<file path="src/hw/rtl/sd_card_spi_mode_host_macros.svh">
// ----------------------------------------------------------------------------
// sd_card_spi_mode_host_macros
// assertion macros for the sd card spi host
// ----------------------------------------------------------------------------
`ifndef SD_CARD_SPI_MODE_HOST_MACROS_SVH
`define SD_CARD_SPI_MODE_HOST_MACROS_SVH
`ifndef SYNTHESIS
`define SDH_ASSERT(label, clk, rst, prop, msg) \
   label: assert property (@(posedge clk) disable iff (rst) prop) else $error(msg);
`define SDH_ASSERT_NR(label, clk, prop, msg) \
   label: assert property (@(posedge clk) prop) else $error(msg);
`else
`define SDH_ASSERT(label, clk, rst, prop, msg)
`define SDH_ASSERT_NR(label, clk, prop, msg)
`endif
`endif

</file>
<file path="src/hw/rtl/sdh_pkg.sv">
`timescale 1ns / 1ps
// ----------------------------------------------------------------------------
// sdh_pkg
// shared types and constants of the sd card spi host
// ----------------------------------------------------------------------------
package sdh_pkg;
   localparam int BLOCK_BYTES_DEF = 512;
   localparam int QUEUE_DEPTH_DEF = 2;

   localparam logic [1:0] KIND_INIT = 2'd0;
   localparam logic [1:0] KIND_READ = 2'd1;
   localparam logic [1:0] KIND_BYTE = 2'd2;

   localparam logic [2:0] CSR_READY_POLL = 3'd0;
   localparam logic [2:0] CSR_IDLE_RETRY = 3'd1;
   localparam logic [2:0] CSR_OP_RETRY   = 3'd2;
   localparam logic [2:0] CSR_RESP_WAIT  = 3'd3;
   localparam logic [2:0] CSR_TOKEN_WAIT = 3'd4;

   localparam logic [2:0] ST_OK          = 3'd0;
   localparam logic [2:0] ST_NO_IDLE     = 3'd1;
   localparam logic [2:0] ST_VOLTAGE     = 3'd2;
   localparam logic [2:0] ST_INIT_TMO    = 3'd3;
   localparam logic [2:0] ST_READ_REJ    = 3'd4;
   localparam logic [2:0] ST_BAD_TOKEN   = 3'd5;
   localparam logic [2:0] ST_TOKEN_TMO   = 3'd6;

   localparam logic [5:0] CMD_GO_IDLE  = 6'd0;
   localparam logic [5:0] CMD_IF_COND  = 6'd8;
   localparam logic [5:0] CMD_BLOCKLEN = 6'd16;
   localparam logic [5:0] CMD_READ     = 6'd17;
   localparam logic [5:0] CMD_OP_COND  = 6'd41;
   localparam logic [5:0] CMD_APP      = 6'd55;
   localparam logic [5:0] CMD_READ_OCR = 6'd58;

   typedef enum logic [9:0] {
      PH_IDLE  = 10'b0000000001,
      PH_WAKE  = 10'b0000000010,
      PH_READY = 10'b0000000100,
      PH_FRAME = 10'b0000001000,
      PH_RESP  = 10'b0000010000,
      PH_EXTRA = 10'b0000100000,
      PH_TOKEN = 10'b0001000000,
      PH_DATA  = 10'b0010000000,
      PH_CRC   = 10'b0100000000,
      PH_FINAL = 10'b1000000000
   } phase_type;

   typedef struct packed {
      logic [1:0]  kind;
      logic [31:0] block_num;
      logic [7:0]  rx_byte;
   } req_type;

   typedef struct packed {
      logic       tx_valid;
      logic [7:0] tx_byte;
      logic       cs_high;
      logic       data_valid;
      logic [7:0] data_byte;
      logic       data_last;
      logic       done_res;
      logic [2:0] status;
      logic       high_capacity;
   } rsp_type;

   typedef struct packed {
      logic [16:0] ready_poll_limit;
      logic [7:0]  idle_retry_limit;
      logic [11:0] op_cond_retry_limit;
      logic [4:0]  response_wait_bytes;
      logic [16:0] token_wait_limit;
   } cfg_type;
endpackage

</file>
<file path="src/hw/rtl/sdh_front.sv">
`timescale 1ns / 1ps
// ----------------------------------------------------------------------------
// sdh_front
// input beat queue: takes request beats in order and feeds the sequencer
// ----------------------------------------------------------------------------
module sdh_front #(
   parameter int DEPTH = sdh_pkg::QUEUE_DEPTH_DEF
) (
   input  logic             clock,
   input  logic             reset,
   input  logic             in_valid,
   output logic             in_ready,
   input  sdh_pkg::req_type in_data,
   output logic             out_valid,
   input  logic             out_ready,
   output sdh_pkg::req_type out_data
);
   localparam int AW = (DEPTH > 1) ? $clog2(DEPTH) : 1;

   sdh_pkg::req_type   mem_ff [DEPTH];
   logic [AW-1:0]      wr_ff, wr_in, rd_ff, rd_in;
   logic [AW:0]        cnt_ff, cnt_in;
   logic               push, pop;

   // room when not full, or when the head beat leaves this cycle
   assign in_ready  = (cnt_ff != (AW+1)'(DEPTH)) || out_ready;
   assign push      = in_valid && in_ready;
   assign out_valid = (cnt_ff != '0);
   assign pop       = out_valid && out_ready;
   assign out_data  = mem_ff[rd_ff];

   always_comb begin
      wr_in  = wr_ff;
      rd_in  = rd_ff;
      cnt_in = cnt_ff;
      if (push) wr_in = (wr_ff == AW'(DEPTH - 1)) ? '0 : wr_ff + 1'b1;
      if (pop)  rd_in = (rd_ff == AW'(DEPTH - 1)) ? '0 : rd_ff + 1'b1;
      if (push && !pop) cnt_in = cnt_ff + 1'b1;
      else if (pop && !push) cnt_in = cnt_ff - 1'b1;
   end

   always_ff @(posedge clock) begin
      if (reset) begin
         wr_ff  <= '0;
         rd_ff  <= '0;
         cnt_ff <= '0;
      end else begin
         wr_ff  <= wr_in;
         rd_ff  <= rd_in;
         cnt_ff <= cnt_in;
      end
      if (push) mem_ff[wr_ff] <= in_data;
   end

`include "sd_card_spi_mode_host_macros.svh"
   `SDH_ASSERT(a_no_overflow, clock, reset, cnt_ff <= (AW+1)'(DEPTH), "queue overflow")
   `SDH_ASSERT(a_count_track, clock, reset, (push && !pop) |=> (cnt_ff == $past(cnt_ff) + 1'b1), "queue count slip")
   `SDH_ASSERT(a_pop_nonempty, clock, reset, pop |-> (cnt_ff != '0), "pop from empty queue")
endmodule

</file>
<file path="src/hw/rtl/sdh_back.sv">
`timescale 1ns / 1ps
// ----------------------------------------------------------------------------
// sdh_back
// command sequencer: runs init and block read one beat at a time
// ----------------------------------------------------------------------------
module sdh_back #(
   parameter int BLOCK_BYTES = sdh_pkg::BLOCK_BYTES_DEF
) (
   input  logic             clock,
   input  logic             reset,
   input  sdh_pkg::cfg_type cfg,
   input  logic             in_valid,
   output logic             in_ready,
   input  sdh_pkg::req_type in_data,
   output logic             out_valid,
   input  logic             out_ready,
   output sdh_pkg::rsp_type out_data
);
   localparam int DW = $clog2(BLOCK_BYTES + 1);
   localparam int SH = $clog2(BLOCK_BYTES);

   sdh_pkg::phase_type phase_ff, phase_in;
   logic [16:0] step_ff, step_in;
   logic [11:0] retry_ff, retry_in;
   logic [2:0]  pos_ff, pos_in;
   logic [5:0]  cmd_ff, cmd_in;
   logic [31:0] arg_ff, arg_in;
   logic [7:0]  ext_ff [4];
   logic [7:0]  ext_in [4];
   logic        v2_ff, v2_in, ba_ff, ba_in;
   logic [DW-1:0] dcnt_ff, dcnt_in;
   logic        ov_ff;
   sdh_pkg::rsp_type od_ff, od_in;
   logic        take;

   logic [16:0] rp_lim, tw_lim;
   logic [7:0]  ir_lim;
   logic [11:0] op_lim;
   logic [4:0]  rw_lim;
   logic [7:0]  rx;

   assign rp_lim = (cfg.ready_poll_limit == '0) ? 17'd1 : cfg.ready_poll_limit;
   assign tw_lim = (cfg.token_wait_limit == '0) ? 17'd1 : cfg.token_wait_limit;
   assign ir_lim = (cfg.idle_retry_limit == '0) ? 8'd1 : cfg.idle_retry_limit;
   assign op_lim = (cfg.op_cond_retry_limit == '0) ? 12'd1 : cfg.op_cond_retry_limit;
   assign rw_lim = (cfg.response_wait_bytes == '0) ? 5'd1 : cfg.response_wait_bytes;
   assign rx     = in_data.rx_byte;

   assign in_ready  = !ov_ff || out_ready;
   assign take      = in_valid && in_ready;
   assign out_valid = ov_ff;
   assign out_data  = od_ff;

   function automatic logic [7:0] frame_byte(input logic [2:0] p, input logic [5:0] c,
                                             input logic [31:0] a);
      logic [7:0] b;
      case (p)
         3'd0: b = {2'b01, c};
         3'd1: b = a[31:24];
         3'd2: b = a[23:16];
         3'd3: b = a[15:8];
         3'd4: b = a[7:0];
         default: b = (c == sdh_pkg::CMD_GO_IDLE) ? 8'h95 :
                      (c == sdh_pkg::CMD_IF_COND) ? 8'h87 : 8'h01;
      endcase
      return b;
   endfunction

   always_comb begin
      logic [7:0]  r;
      logic        rsp_now;
      logic [11:0] rc;
      logic [16:0] sc;
      phase_in = phase_ff; step_in = step_ff; retry_in = retry_ff; pos_in = pos_ff;
      cmd_in = cmd_ff; arg_in = arg_ff; v2_in = v2_ff; ba_in = ba_ff; dcnt_in = dcnt_ff;
      for (int i = 0; i < 4; i++) ext_in[i] = ext_ff[i];
      od_in = '0;
      r = 8'hFF;
      rsp_now = 1'b0;
      rc = (retry_ff != '0) ? retry_ff - 1'b1 : retry_ff;
      sc = step_ff + 1'b1;

      case (in_data.kind)
         sdh_pkg::KIND_INIT: begin
            if (phase_ff == sdh_pkg::PH_IDLE) begin
               v2_in = 1'b0; ba_in = 1'b0; phase_in = sdh_pkg::PH_WAKE; step_in = '0;
               od_in.tx_valid = 1'b1; od_in.tx_byte = 8'hFF;
            end
         end
         sdh_pkg::KIND_READ: begin
            if (phase_ff == sdh_pkg::PH_IDLE) begin
               cmd_in = sdh_pkg::CMD_READ;
               arg_in = ba_ff ? in_data.block_num : (in_data.block_num << SH);
               phase_in = sdh_pkg::PH_READY; step_in = '0;
               od_in.tx_valid = 1'b1; od_in.tx_byte = 8'hFF;
            end
         end
         sdh_pkg::KIND_BYTE: begin
            case (phase_ff)
               sdh_pkg::PH_WAKE: begin
                  step_in = sc;
                  od_in.tx_valid = 1'b1; od_in.tx_byte = 8'hFF;
                  if (sc >= 17'd10) begin
                     retry_in = {4'd0, ir_lim};
                     cmd_in = sdh_pkg::CMD_GO_IDLE; arg_in = '0;
                     phase_in = sdh_pkg::PH_READY; step_in = '0;
                  end
               end
               sdh_pkg::PH_READY: begin
                  if (rx == 8'hFF) begin
                     phase_in = sdh_pkg::PH_FRAME; pos_in = '0;
                     od_in.tx_valid = 1'b1; od_in.tx_byte = frame_byte(3'd0, cmd_ff, arg_ff);
                  end else begin
                     step_in = sc;
                     if (sc >= rp_lim) begin
                        rsp_now = 1'b1; r = 8'hFF;
                     end else begin
                        od_in.tx_valid = 1'b1; od_in.tx_byte = 8'hFF;
                     end
                  end
               end
               sdh_pkg::PH_FRAME: begin
                  od_in.tx_valid = 1'b1;
                  if (pos_ff < 3'd5) begin
                     pos_in = pos_ff + 1'b1;
                     od_in.tx_byte = frame_byte(pos_ff + 1'b1, cmd_ff, arg_ff);
                  end else begin
                     phase_in = sdh_pkg::PH_RESP; step_in = '0; od_in.tx_byte = 8'hFF;
                  end
               end
               sdh_pkg::PH_RESP: begin
                  step_in = sc;
                  if (!rx[7] || sc >= {12'd0, rw_lim}) begin
                     rsp_now = 1'b1; r = rx;
                  end else begin
                     od_in.tx_valid = 1'b1; od_in.tx_byte = 8'hFF;
                  end
               end
               sdh_pkg::PH_EXTRA: begin
                  ext_in[step_ff[1:0]] = rx;
                  step_in = sc;
                  if (sc < 17'd4) begin
                     od_in.tx_valid = 1'b1; od_in.tx_byte = 8'hFF;
                  end else if (cmd_ff == sdh_pkg::CMD_IF_COND) begin
                     if (ext_ff[2] == 8'h01 && rx == 8'hAA) begin
                        v2_in = 1'b1; retry_in = op_lim;
                        cmd_in = sdh_pkg::CMD_APP; arg_in = '0;
                        phase_in = sdh_pkg::PH_READY; step_in = '0;
                        od_in.tx_valid = 1'b1; od_in.tx_byte = 8'hFF;
                     end else begin
                        phase_in = sdh_pkg::PH_IDLE;
                        od_in.done_res = 1'b1; od_in.status = sdh_pkg::ST_VOLTAGE;
                     end
                  end else begin
                     ba_in = ext_ff[0][6];
                     od_in.tx_valid = 1'b1; od_in.tx_byte = 8'hFF;
                     if (!ext_ff[0][6]) begin
                        cmd_in = sdh_pkg::CMD_BLOCKLEN; arg_in = 32'(BLOCK_BYTES);
                        phase_in = sdh_pkg::PH_READY; step_in = '0;
                     end else phase_in = sdh_pkg::PH_FINAL;
                  end
               end
               sdh_pkg::PH_TOKEN: begin
                  if (rx == 8'hFE) begin
                     phase_in = sdh_pkg::PH_DATA; dcnt_in = '0;
                     od_in.tx_valid = 1'b1; od_in.tx_byte = 8'hFF;
                  end else if (rx == 8'hFF) begin
                     step_in = sc;
                     if (sc >= tw_lim) begin
                        phase_in = sdh_pkg::PH_IDLE;
                        od_in.done_res = 1'b1; od_in.status = sdh_pkg::ST_TOKEN_TMO;
                     end else begin
                        od_in.tx_valid = 1'b1; od_in.tx_byte = 8'hFF;
                     end
                  end else begin
                     phase_in = sdh_pkg::PH_IDLE;
                     od_in.done_res = 1'b1; od_in.status = sdh_pkg::ST_BAD_TOKEN;
                  end
               end
               sdh_pkg::PH_DATA: begin
                  od_in.data_valid = 1'b1; od_in.data_byte = rx;
                  od_in.tx_valid = 1'b1; od_in.tx_byte = 8'hFF;
                  dcnt_in = dcnt_ff + 1'b1;
                  if (dcnt_ff + 1'b1 >= DW'(BLOCK_BYTES)) begin
                     od_in.data_last = 1'b1; phase_in = sdh_pkg::PH_CRC; step_in = '0;
                  end
               end
               sdh_pkg::PH_CRC: begin
                  step_in = sc;
                  od_in.tx_valid = 1'b1; od_in.tx_byte = 8'hFF;
                  if (sc >= 17'd2) phase_in = sdh_pkg::PH_FINAL;
               end
               sdh_pkg::PH_FINAL: begin
                  phase_in = sdh_pkg::PH_IDLE;
                  od_in.done_res = 1'b1; od_in.status = sdh_pkg::ST_OK;
               end
               default: ;
            endcase
         end
         default: ;
      endcase

      if (rsp_now) begin
         od_in.tx_valid = 1'b1; od_in.tx_byte = 8'hFF;
         step_in = '0;
         phase_in = sdh_pkg::PH_READY;
         case (cmd_ff)
            sdh_pkg::CMD_GO_IDLE: begin
               retry_in = rc;
               if (r == 8'h01) begin
                  cmd_in = sdh_pkg::CMD_IF_COND; arg_in = 32'h1AA;
               end else if (rc == '0) begin
                  od_in = '0; phase_in = sdh_pkg::PH_IDLE;
                  od_in.done_res = 1'b1; od_in.status = sdh_pkg::ST_NO_IDLE;
               end else begin
                  cmd_in = sdh_pkg::CMD_GO_IDLE; arg_in = '0;
               end
            end
            sdh_pkg::CMD_IF_COND: begin
               if (r == 8'h01) phase_in = sdh_pkg::PH_EXTRA;
               else begin
                  v2_in = 1'b0; retry_in = op_lim; cmd_in = sdh_pkg::CMD_APP; arg_in = '0;
               end
            end
            sdh_pkg::CMD_APP: begin
               cmd_in = sdh_pkg::CMD_OP_COND; arg_in = v2_ff ? 32'h40000000 : 32'h0;
            end
            sdh_pkg::CMD_OP_COND: begin
               retry_in = rc;
               if (r == 8'h00) begin
                  if (v2_ff) begin
                     cmd_in = sdh_pkg::CMD_READ_OCR; arg_in = '0;
                  end else if (!ba_ff) begin
                     cmd_in = sdh_pkg::CMD_BLOCKLEN; arg_in = 32'(BLOCK_BYTES);
                  end else phase_in = sdh_pkg::PH_FINAL;
               end else if (rc == '0) begin
                  od_in = '0; phase_in = sdh_pkg::PH_IDLE;
                  od_in.done_res = 1'b1; od_in.status = sdh_pkg::ST_INIT_TMO;
               end else begin
                  cmd_in = sdh_pkg::CMD_APP; arg_in = '0;
               end
            end
            sdh_pkg::CMD_READ_OCR: begin
               if (r == 8'h00) phase_in = sdh_pkg::PH_EXTRA;
               else if (!ba_ff) begin
                  cmd_in = sdh_pkg::CMD_BLOCKLEN; arg_in = 32'(BLOCK_BYTES);
               end else phase_in = sdh_pkg::PH_FINAL;
            end
            sdh_pkg::CMD_BLOCKLEN: phase_in = sdh_pkg::PH_FINAL;
            sdh_pkg::CMD_READ: begin
               if (r != 8'h00) begin
                  od_in = '0; phase_in = sdh_pkg::PH_IDLE;
                  od_in.done_res = 1'b1; od_in.status = sdh_pkg::ST_READ_REJ;
               end else phase_in = sdh_pkg::PH_TOKEN;
            end
            default: begin
               od_in = '0; phase_in = sdh_pkg::PH_IDLE;
            end
         endcase
      end

      od_in.cs_high = (phase_in == sdh_pkg::PH_IDLE) || (phase_in == sdh_pkg::PH_WAKE) ||
                      (phase_in == sdh_pkg::PH_FINAL);
      od_in.high_capacity = ba_in;
   end

   always_ff @(posedge clock) begin
      if (reset) begin
         phase_ff <= sdh_pkg::PH_IDLE;
         step_ff  <= '0; retry_ff <= '0; pos_ff <= '0; cmd_ff <= '0; arg_ff <= '0;
         v2_ff    <= 1'b0; ba_ff <= 1'b0; dcnt_ff <= '0; ov_ff <= 1'b0;
         for (int i = 0; i < 4; i++) ext_ff[i] <= '0;
      end else begin
         if (take) begin
            phase_ff <= phase_in; step_ff <= step_in; retry_ff <= retry_in;
            pos_ff <= pos_in; cmd_ff <= cmd_in; arg_ff <= arg_in;
            v2_ff <= v2_in; ba_ff <= ba_in; dcnt_ff <= dcnt_in;
            for (int i = 0; i < 4; i++) ext_ff[i] <= ext_in[i];
         end
         if (take) ov_ff <= 1'b1;
         else if (out_ready) ov_ff <= 1'b0;
      end
      if (take) od_ff <= od_in;
   end

`include "sd_card_spi_mode_host_macros.svh"
   `SDH_ASSERT(a_done_idle, clock, reset, (take && od_in.done_res) |=> (phase_ff == sdh_pkg::PH_IDLE), "done without idle")
   `SDH_ASSERT(a_status_ok, clock, reset, (ov_ff && !od_ff.done_res) |-> (od_ff.status == sdh_pkg::ST_OK), "status without done")
   `SDH_ASSERT(a_data_count, clock, reset, dcnt_ff <= DW'(BLOCK_BYTES), "data count overrun")
endmodule

</file>
<file path="src/hw/rtl/sd_card_spi_mode_host.sv">
`timescale 1ns / 1ps
// ----------------------------------------------------------------------------
// sd_card_spi_mode_host
// byte-level sd card spi-mode host sequencer
// ----------------------------------------------------------------------------
// every request beat (init, block read or received card byte) yields exactly
// one response beat naming the next byte to shift and the chip-select level;
// one beat per cycle is sustained while the result side is ready, as the
// sequencer then steps once per clock; a beat is written into the two entry input
// queue, is stepped by the sequencer from the queue head and is offered from
// the sequencer's output register; with the result side stalled, three beats
// (two queued, one in the output register) are held before req_ready drops
module sd_card_spi_mode_host #(
   parameter int BLOCK_BYTES = sdh_pkg::BLOCK_BYTES_DEF,
   parameter int QUEUE_DEPTH = sdh_pkg::QUEUE_DEPTH_DEF
) (
   input  logic             clock,
   input  logic             reset,
   input  logic             req_valid,
   output logic             req_ready,
   input  sdh_pkg::req_type req_data,
   output logic             rsp_valid,
   input  logic             rsp_ready,
   output sdh_pkg::rsp_type rsp_data,
   input  logic             csr_we,
   input  logic [2:0]       csr_index,
   input  logic [16:0]      csr_wdata
);
   // configuration registers, reset to the power-on limits
   sdh_pkg::cfg_type cfg_ff;
   logic             q_valid, q_ready;
   sdh_pkg::req_type q_data;

   always_ff @(posedge clock) begin
      if (reset) begin
         cfg_ff.ready_poll_limit    <= 17'd100000;
         cfg_ff.idle_retry_limit    <= 8'd100;
         cfg_ff.op_cond_retry_limit <= 12'd1000;
         cfg_ff.response_wait_bytes <= 5'd8;
         cfg_ff.token_wait_limit    <= 17'd65535;
      end else if (csr_we) begin
         case (csr_index)
            sdh_pkg::CSR_READY_POLL: cfg_ff.ready_poll_limit    <= csr_wdata;
            sdh_pkg::CSR_IDLE_RETRY: cfg_ff.idle_retry_limit    <= csr_wdata[7:0];
            sdh_pkg::CSR_OP_RETRY:   cfg_ff.op_cond_retry_limit <= csr_wdata[11:0];
            sdh_pkg::CSR_RESP_WAIT:  cfg_ff.response_wait_bytes <= csr_wdata[4:0];
            sdh_pkg::CSR_TOKEN_WAIT: cfg_ff.token_wait_limit    <= csr_wdata;
            default: ;
         endcase
      end
   end

   // front: beat queue
   sdh_front #(.DEPTH(QUEUE_DEPTH)) u_front (
      .clock(clock), .reset(reset),
      .in_valid(req_valid), .in_ready(req_ready), .in_data(req_data),
      .out_valid(q_valid), .out_ready(q_ready), .out_data(q_data)
   );

   // back: command sequencer with registered result
   sdh_back #(.BLOCK_BYTES(BLOCK_BYTES)) u_back (
      .clock(clock), .reset(reset), .cfg(cfg_ff),
      .in_valid(q_valid), .in_ready(q_ready), .in_data(q_data),
      .out_valid(rsp_valid), .out_ready(rsp_ready), .out_data(rsp_data)
   );
endmodule
</file>
<file path="config.mk">
export PLATFORM = sky130hd
export DESIGN_NAME = sd_card_spi_mode_host
export DESIGN_NICKNAME = d
export VERILOG_FILES = /design/src/hw/rtl/sdh_pkg.sv /design/src/hw/rtl/sdh_front.sv /design/src/hw/rtl/sdh_back.sv /design/src/hw/rtl/sd_card_spi_mode_host.sv
export VERILOG_INCLUDE_DIRS = /design/src /design/src/hw/rtl
export SDC_FILE = /design/constraint.sdc
export NUM_CORES = 1
export LEC_CHECK = 0
export ABC_AREA = 1
export BUFFER_PORTS_ARGS = -buffer_cell sky130_fd_sc_hd__buf_2
export CAP_MARGIN = 20
export CELL_PAD_IN_SITES_DETAIL_PLACEMENT = 0
export CELL_PAD_IN_SITES_GLOBAL_PLACEMENT = 2
export CORE_MARGIN = 2
export CORE_UTILIZATION = 38
export CTS_BUF_LIST = sky130_fd_sc_hd__clkbuf_4 sky130_fd_sc_hd__clkbuf_8
export DETAILED_ROUTE_END_ITERATION = 16
export HOLD_SLACK_MARGIN = 0.05
export PLACE_DENSITY_LB_ADDON = 0.1
export SLEW_MARGIN = 20
export SYNTH_ARGS = -nofsm -noshare
export SYNTH_HDL_FRONTEND = slang
export SYNTH_SLANG_ARGS = --single-unit
</file>
<file path="constraint.sdc">
create_clock -name clock -period 4.5 [get_ports clock]
set_clock_uncertainty 0.15 [all_clocks]
set_input_delay 0.9 -clock clock [delete_from_list [all_inputs] [get_ports clock]]
set_output_delay 0.9 -clock clock [all_outputs]
set_load 0.01 [all_outputs]
</file>
==> results of run 1 <==
==> cells in the mapped netlist, drive strengths merged, types with 3 or more instances <==
master,instances
ha,56
nand3b,5
xor2,12
nor3,39
a221oi,9
nor2,216
o21bai,7
a32oi,5
a22oi,5
nand3,186
a21oi,159
clkbuf,68
mux2i,9
dfxtp,157
and3,3
nand4,59
a31o,4
nor4,16
a32o,3
o2111ai,28
o21ai,200
a211oi,16
o31ai,6
o22ai,12
edfxtp,118
o211ai,64
inv,263
clkinv,3
nand2,511
o21a,4
buf,37
a31oi,12
nor3b,4
==> metrics by stage <==
step / cell area (um^2) / power (mW) / std cells / worst slack (ps) / utilization (%)
floorplan: 17300 / 8.31 / 2311 / 925 / -
global placement: 18400 / 10.4 / 2946 / 149 / 40.8
detailed placement: 18400 / 10.4 / 2946 / 142 / 40.8
CTS: 19500 / 13.2 / 3040 / 58.5 / 43.2
global route: 19600 / 14.2 / 3043 / 38.9 / 43.3
finish: 19600 / 13.2 / 3043 / 246 / 43.3
==> report_power, final <==
group	internal (mW)	switching, mW
combinational	1.97	4.81
clock	1.47	1.19
sequential	3.19	0.531
==> cells in the final DEF, fill, tap and decap left out, types with 55 or more instances in the layout <==
cell        n
o21ai_0   186
dfxtp_1   155
edfxtp_1  118
nor2_1    188
a21oi_1   151
nand4_1    55
nand3_1   182
inv_1     251
nand2_1   482
buf_2      93
o211ai_1   64
==> registers in the layout, summed over array words and instances, names as in the netlist, 9 cells and up, named ones only <==
| register | cells |
|---|---|
| u_back.arg_ff | 32 |
| u_back.ext_ff | 9 |
| u_back.dcnt_ff | 10 |
| u_front.mem_ff | 84 |
| u_back.out_data | 25 |
| u_back.step_ff | 17 |
| u_back.retry_ff | 12 |
| u_back.phase_ff | 10 |
| cfg_ff | 59 |
==> layout make-up <==
| type | instances | area [um^2] | share of cell area [%] |
|---|---|---|---|
| clock buffers | 67 | 841 | 4.30 |
| clock inverters | 27 | 267 | 1.36 |
| inverters | 266 | 1010 | 5.15 |
| multi-input cells | 1663 | 9150 | 46.7 |
| flip-flops and latches | 275 | 6690 | 34.2 |
| well taps | 600 | 751 | 3.84 |
| repair buffers | 145 | 868 | 4.44 |
==> final timing paths <==
kind	end	startpoint
min reg2reg	u_front.rd_ff	u_front.rd_ff
max	u_back.out_data[15]	u_back.step_ff[0]
max reg2reg	u_back.out_data[15]	u_back.step_ff[0]
min	u_front.mem_ff[1][9]	req_data[9]
==> cell families (layout without fill, tap and decap cells) <==
| kind of cell | Yosys count | after routing | share of synthesized area [%] |
|---|---|---|---|
| DFF | 275 | 275 | 38.6 |
| adders and majority gates | 56 | 56 | 4.04 |
| xor gates and xnor gates | 12 | 12 | 0.606 |
| muxes | 9 | 9 | 0.520 |
| buffers and inverters | 373 | 505 | 8.94 |
| AOI/OAI and AO/OA | 543 | 543 | 19.6 |
| and+or+nand+nor | 1043 | 1043 | 27.8 |
==> layer usage <==
metal	vias to the layer above	global-route usage (%)	share of wire [%]
li1	8197	-	-
met1	7891	37.9	48
met2	545	38.6	43
met3	86	3.74	6.0
met4	0	7.81	2.5
met5	-	0	0
==> repair_timing <==
action,in CTS,in global routing
buffers inserted,0,3
hold endpoints to repair,0,0
resized for setup,0,4
endpoints found under the setup margin,0,61
==> run metrics, run 1 <==
syn nets 2434; Port Buffers 93; Max VDD drop 0.372 mV; LEAKAGE 8.32 nW; PwrDens 673 nW/um^2; Worst Hold Class input port to register; HPWL Detailed 44.6 mm; vias in the first global route 15760; largest cells by area after synthesis edfxtp_1 20%, dfxtp_1 18%, nand2_1 10%; CP Launch Type register; final global-route overflow total 0; slowest CP cell xor2_1; Final Setup Violations 0; Crit path depth 17; Syn Area/Cell 7.50 um^2; CORE AREA 45200 um^2; Max Cap Viol 0; routed vias 16719; hold-fix buffer count after cts 0; CP max stage delay 570 ps; clk_lat worst skew 700 ps; Setup crit end kind register; DR WL/cell 20.2 um; share of cells above drive strength 1 14.6%; Initial Util 38.4%; WP buf/inv 0; I/O pin count 94; largest area contributor in the netlist edfxtp_1; routability cong. 0.989; Synth warnings 0; die area 47300 um^2; post-route antenna net violation count 0; hold path depth 1; maximum clock frequency 0.235 GHz; # rows 78; Clock Sinks 275; critical-path cell list ha_1 -> nand3_1 -> xor2_1 -> ha_1 -> a21oi_1 -> nand2_1 -> a31oi_1 -> nand3_1 -> nor2_8 -> nand2_4 -> nand4_4 -> nor2_1 -> nor2_1 -> nand3_1 -> nor2_1 -> nand4_1 -> nor2_2; setup TNS 0 ps; Slew Limit Fails 0; total CTS buffers 50; Largest delay share family, worst path simple AND/OR/NAND/NOR gates; Nets 2524; status finished, final reports clean; clock root buffer clkbuf_8; CP max FO 11; vias per inst 5.49; depth of the CTS H-tree 2; Synth cell types 70; Mapped Cells 2311; clock-pin slew on the worst setup and hold paths 70 ps; crit path kind register to register; die boundary width 218 um; first-pass GRT wire length 94.3 mm; worst-case reg-to-reg path depth 17; Worst EP required 4860 ps; sequential share of the synthesized area 38.6%; final period demand of the worst path 4250 ps; die height 218 um; area grow syn2layout 12.9%; 1st-iter DRT viols 1304; Slew Limit Headroom 34.0%; DR pass1 iterations 6; ant diodes 0; unrepaired setup endpoints after global routing no; FF+latch count, synth 275; critical path arrival 4610 ps; Post-synth EDFFs 118; Synth Flop Type dfxtp_1; GRT Total Usage 25.7%; initial antenna violation count 1; fill cell count 4677; Synth top area share 20.4%; Cell Area, Synth 17300 um^2; R2R setup slack 250 ps; largest net degree at the start of global routing 67; ys async rst share 0%; count of final hold-check violations 0; CTS tree done; Tightest Pin Transition 988 ps; Hold Slack 244 ps; fin crit share 94.5%; buffer depth of the longest clock path 3; total routed wirelength 61.4 mm; drt drc 0
Power figures use the tool's default switching activity.
==> run 2: changes to the inputs <==
Settings changed: ABC_AREA 1 to default, CORE_UTILIZATION 38 to 40.
==> run 2 against run 1 <==
Compared with the run above: non-clock buffer count grew 21; register-to-register slack worse by 140 ps; first-iteration DRC count decreased by 29%; final cell count is 23% lower; core utilization rose by 3.5 points; setup slack got worse by 140 ps; hold slack gained 55 ps; area after synthesis decreased by 12%; clock-buffer cell count is 6 higher; sequential power down 12%; total power decreased by 35%; combinational power shrank 56%.
==> run metrics, run 2 <==
Max VDD drop 0.285 mV (-24%); sequential share of the synthesized area 44.1% (+5.5 points); Largest regs u_front.mem_ff: 84 flops, cfg_ff: 59 flops, u_back.arg_ff: 32 flops; LEAKAGE 6.75 nW (-19%); ys async rst share 0% (unchanged); Hold Slack 299 ps (+55.4 ps); die area 39500 um^2 (-17%); final period demand of the worst path 4390 ps (+141 ps); Clock Sinks 275 (unchanged); Mapped Cells 1686 (-27%); 1st-iter DRT viols 930 (-29%); most common cell in the synthesized netlist nand2_1; Tightest Pin Transition 1130 ps (+143 ps); DR pass1 iterations 8 (+2); die boundary width 199 um (-8.6%); initial antenna violation count 0 (-1); Largest Register u_front.mem_ff; CP max FO 5 (-6); buffer depth of the longest clock path 3 (unchanged); CP max stage delay 570 ps (about the same); Synth top area share 23.3% (+2.9 points); Crit Reg-Reg Endpoint u_back.out_data[15]; most frequent cells in the layout 202 x nand2_1, 154 x dfxtp_1, 150 x nor2_1; Worst Setup EP u_back.out_data[15]; CP Launch Type register; Worst EP required 4720 ps (-140 ps); area grow syn2layout 15.7%; unrepaired setup endpoints after global routing yes; critical path arrival 4610 ps (about the same); Largest register FFs 84 (unchanged); clock-pin slew on the worst setup and hold paths 60 ps (about the same); most common cell after layout, fill and taps aside nand2_1; total CTS buffers 49 (-2.0%); largest cells by area after synthesis edfxtp_1 23%, dfxtp_1 21%, nand2_1 5.0%; syn nets 1809 (-26%); die height 199 um (-8.6%); setup TNS 0 ps (unchanged); first-pass GRT wire length 74.4 mm (-21%); critical-path cell list nand4_1 -> nor4_1 -> buf_4 -> xnor2_1 -> inv_1 -> ha_1 -> nand2_1 -> o21ai_0 -> a2111oi_1 -> a31o_4 -> nand2_1 -> a21o_1 -> o21ai_0 -> a311oi_1 -> a41oi_1 -> nor4_1; PwrDens 490 nW/um^2 (-27%); Slew Limit Fails 0 (unchanged); slowest CP cell a2111oi_1; Setup crit end kind register; crit path kind register to register; Max Cap Viol 0 (unchanged); Synth warnings 0 (unchanged); Cell Area, Synth 15200 um^2 (-12%); Nets 1918 (-24%); maximum clock frequency 0.228 GHz (-3.2%); hold-fix buffer count after cts 0 (unchanged); share of cells above drive strength 1 17.0% (+2.4 points); post-route antenna net violation count 0 (unchanged); Syn Area/Cell 9.00 um^2 (+20%); Port Buffers 93 (unchanged); Initial Util 40.5% (+2.1 points); Final Power 8.61 mW (-35%); largest net degree at the start of global routing 45 (-33%); Post-synth EDFFs 118 (unchanged); final global-route overflow total 0 (unchanged); Synth Flop Type dfxtp_1; worst r2r src u_back.step_ff[6]; GRT Total Usage 24.5% (-1.3 points); routed vias 13269 (-21%); clock root buffer clkbuf_8; depth of the CTS H-tree 2 (unchanged); ant diodes 0 (unchanged); CORE AREA 37500 um^2 (-17%); Synth cell types 86 (+23%); count of final hold-check violations 0 (unchanged); total routed wirelength 48.2 mm (-21%); hold path depth 1 (unchanged); vias in the first global route 13052 (-17%); Final Setup Violations 0 (unchanged); worst-case reg-to-reg path depth 16 (-1); CTS tree done; vias per inst 5.67 (+3.3%); I/O pin count 94 (unchanged); # rows 71 (-9.0%); clk_lat worst skew 640 ps (-60 ps); most instantiated cells after synthesis 202 x nand2_1, 157 x dfxtp_1, 154 x nor2_1; Worst Hold Class input port to register; DR WL/cell 20.6 um (+2.2%); routability cong. 0.916 (-7.4%); Slew Limit Headroom 24.4% (-9.6 points); FF+latch count, synth 275 (unchanged); HPWL Detailed 35.4 mm (-21%); drt drc 0 (unchanged); Critical path origin u_back.step_ff[6]; R2R setup slack 110 ps (-140 ps); largest area contributor in the netlist edfxtp_1; fin crit share 97.7% (+3.1 points); status finished, final reports clean
==> run 2: cell count changes in the layout (fill, tap and decap cells not counted), sizes merged, moves of 33 or more <==
cell and delta:
a21oi -38, inv -203, mux2i +52, nand2 -308, nand2b +34, nand3 -153, nor2 -60, o211ai -33
o21ai -109
==> run 2: timing repair <==
item	CTS	global route
cloned	0	1
pin swaps	0	4
gates resized for setup	4	24
setup endpoints to repair	29	54
setup buffers	0	2
==> run 2: metal layers <==
metal | vias to the layer above | wire (um) | part of all wire [%] | global-route usage [%]
li1 | 6449 | - | - | -
met1 | 6413 | 23200 | 48 | 34.3
met2 | 330 | 21700 | 45 | 38.8
met3 | 77 | 2130 | 4.4 | 3.39
met4 | 0 | 1140 | 2.4 | 8.13
met5 | - | 0 | 0 | 0
==> run 2: cell type report <==
class | count | area [um^2]
Inverter | 61 | 229
Multi-Input combinational cell | 1242 | 7950
Fill cell | 3735 | 19900
Tap cell | 511 | 639
Sequential cell | 275 | 6690
Clock buffer | 73 | 898
Clock inverter | 11 | 108
Timing Repair Buffer | 166 | 1040
==> run 2: through the flow <==
stage,setup slack [ps],util [%],instances,instance area (um^2)
finish,106,46.8,2339,17600
global route,-108,46.8,2339,17600
CTS,17.2,46.5,2336,17400
detailed placement,-57.0,43.7,2252,16400
global placement,51.6,43.7,2252,16400
floorplan,101,-,1686,15200
==> run 2: critical path: cells and delay by family (launching register included) <==
kind	cells	cell delay [ps]
simple gates	5	960
buf+inv	2	290
flops	1	350
fa+ha+maj	1	300
compound gates	7	1890
xor+xnor	1	170
==> run 2: kinds of logic (layout without fill, tap and decap cells) <==
| kind of cell | after synthesis | after routing | share of synthesized area, % |
|---|---|---|---|
| AOI/OAI and AO/OA | 440 | 440 | 19.5 |
| xor gates and xnor gates | 40 | 40 | 2.31 |
| adders and majority gates | 56 | 56 | 4.62 |
| buffers and inverters | 170 | 311 | 4.51 |
| DFF | 275 | 275 | 44.1 |
| muxes | 63 | 63 | 4.17 |
| and+or+nand+nor | 642 | 643 | 20.8 |
==> run 2: how the worst min path moves through the flow <==
stage	from	end	slack (ps)
finish	req_data[38]	u_front.mem_ff[1][38]	300
CTS	req_data[38]	u_front.mem_ff[1][38]	250
global placement	cfg_ff[16]	cfg_ff[16]	300
floorplan	u_back.arg_ff[0]	u_back.arg_ff[0]	280
global route	req_data[38]	u_front.mem_ff[0][38]	260
detailed placement	cfg_ff[16]	cfg_ff[16]	300
==> run 2: report_power, final <==
part           switching (mW)  leakage [nW]  total, mW  internal [mW]
Clock                    1.05         0.532       2.38           1.34
Sequential              0.300          2.40       3.26           2.96
Combinational            1.87          3.82       2.96           1.09
==> run 3: changes to the inputs <==
Settings changed: CORE_ASPECT_RATIO from default to 1.1, CORE_MARGIN 2 to default, SKIP_CTS_REPAIR_TIMING from default to 1.
==> run 3 against run 2 <==
Compared with the run above: first-iteration DRC count rose by 15%; design area about the same; total power is 0.67% higher; setup slack better by 100 ps; hold slack gained 3.9 ps; global-route usage rose by 0.78 points; core utilization increased by 0.33 points; critical endpoint is now u_back.out_data[21]; largest power group unchanged.
==> run metrics, run 3 (same netlist as run 2, synthesis figures left out) <==
status finished, final reports clean; Largest register FFs 84 (unchanged); final period demand of the worst path 4290 ps (-99.6 ps); initial antenna violation count 0 (unchanged); vias in the first global route 12803 (-1.9%); Port Buffers 93 (unchanged); setup TNS 0 ps (unchanged); DR pass1 iterations 7 (-1); # rows 74 (+4.2%); HPWL Detailed 36.3 mm (+2.4%); Setup crit end kind register; first-pass GRT wire length 75.4 mm (+1.4%); Slew Limit Headroom 35.2% (+11 points); total routed wirelength 48.9 mm (+1.4%); Final Setup Violations 0 (unchanged); hold path depth 1 (unchanged); Hold Crit Start req_data[19]; I/O pin count 94 (unchanged); Core Util, Final 47.2% (+0.33 points); routed vias 13401 (+0.99%); Max Cap Viol 0 (unchanged); largest net degree at the start of global routing 56 (+24%); Hold Slack 303 ps (+3.88 ps); 1st-iter DRT viols 1069 (+15%); Crit Reg-Reg Endpoint u_back.out_data[21]; area grow syn2layout 15.7% (about the same); post-route antenna net violation count 0 (unchanged); GRT Total Usage 25.3% (+0.78 points); Initial Util 40.8% (+0.29 points); dpl ws -162 ps (-105 ps); clock network power share 28.4% (+0.7 points); Tightest Pin Transition 972 ps (-160 ps); most frequent cells in the layout 202 x nand2_1, 156 x dfxtp_1, 153 x nor2_1; buffer depth of the longest clock path 3 (unchanged); count of final hold-check violations 0 (unchanged); R2R setup slack 210 ps (+100 ps); final std cells w/o fill 2332 (-0.30%); logic gate share of total power 34.1% (-0.3 points); drt drc 0 (unchanged); PwrDens 494 nW/um^2 (+0.68%); LEAKAGE 6.78 nW (+0.49%); vias per inst 5.75 (+1.3%); routability cong. 0.941 (+2.7%); Switching Fraction 37.5% (+0.044 points); worst-case reg-to-reg path depth 16 (unchanged); Nets 1922 (+0.21%); Final Instance Area 17600 um^2 (about the same); ant diodes 0 (unchanged); Final Power 8.67 mW (+0.67%); clock root buffer clkbuf_8; critical path arrival 4510 ps (-100 ps); Worst Hold Class input port to register; Placement Cell Area 16400 um^2 (+0.34%); die height 206 um (+3.8%); clk_lat worst skew 630 ps (about the same); Final WS setup 205 ps (+99.6 ps); CP Launch Type register; clock-pin slew on the worst setup and hold paths 60 ps (about the same); total CTS buffers 47 (-4.1%); CORE AREA 37200 um^2 (-0.71%); Clock Sinks 275 (unchanged); CTS tree done; Slew Limit Fails 0 (unchanged); final global-route overflow total 0 (unchanged); maximum clock frequency 0.233 GHz (+2.3%); Min-Delay Endpoint u_front.mem_ff[1][19]; worst r2r src u_back.step_ff[0]; Worst EP required 4720 ps (about the same); Max VDD drop 0.379 mV (+33%); Largest regs u_front.mem_ff: 84 flops, cfg_ff: 59 flops, u_back.arg_ff: 32 flops; crit path kind register to register; CP max FO 7 (+2); depth of the CTS H-tree 2 (unchanged); Sw Pwr 3.25 mW (+0.79%); die area 38700 um^2 (-2.0%); DR WL/cell 21.0 um (+1.7%); die boundary width 188 um (-5.6%); Seq pwr share 37.5% (-0.4 points); Largest Register u_front.mem_ff; P_int 5.42 mW (+0.60%); share of cells above drive strength 1 16.9% (-0.038 points); placed cell count 2242 (-0.44%); most common cell after layout, fill and taps aside nand2_1; fin crit share 95.4% (-2.2 points)
run 3: cell types whose count changed in the layout (fill, tap and decap cells not counted), sizes merged:
cell	change
clkbuf	-3
clkinvlp	+2
clkinv	+1
buf	+7
bufinv	+2
inv	+2
nor2	-1
run 3: layout make-up:
cell class,instances,area (um^2)
clock buffers,70,851
clock inverters,18,176
fillers,3674,19700
inverters,61,229
multi-input cells,1241,7890
flip-flops and latches,275,6690
well taps,494,618
repair buffers,173,1100
run 3: layer usage:
metal / GRT usage [%] / wire (um) / part of all wire [%]
met4: 8.59 / 1230 / 2.5
met2: 41.0 / 22200 / 45
met1: 34.4 / 22700 / 46
met3: 3.67 / 2730 / 5.6
met5: 0 / 0 / 0
run 3: how the worst max path moves through the flow:
| stage | from | endpoint | slack [ps] |
|---|---|---|---|
| after floorplan | u_back.step_ff[0] | u_back.out_data[15] | 100 |
| after global placement | u_back.step_ff[0] | u_back.out_data[21] | 60 |
| after detailed placement | u_back.step_ff[0] | u_back.out_data[21] | -160 |
| after CTS | u_back.step_ff[0] | u_back.out_data[21] | -130 |
| after global routing | u_back.step_ff[0] | u_back.out_data[21] | -50 |
| final | u_back.step_ff[0] | u_back.out_data[21] | 210 |
run 3: critical path, stage by stage (launching register included):
cell and delay [ps]:
dfxtp_1 340, ha_1 200, nand3_2 180, nor2_1 180, and3_1 220, xor2_2 100, ha_1 340, and4_1 230
nand4_1 90, or4_1 410, a31o_2 300, nand2_1 150, a21oi_1 100, nor4_2 420, o21ai_2 220, a2111oi_1 300
o21ai_0 130
run 3: power by group through the flow:
stage	registers, mW	logic (mW)	clock network (mW)
CTS	3.25	2.92	2.53
detailed placement	3.30	2.90	0
finish	3.25	2.95	2.46
global placement	3.30	2.91	0
global route	3.29	3.24	2.63
floorplan	3.17	2.01	0
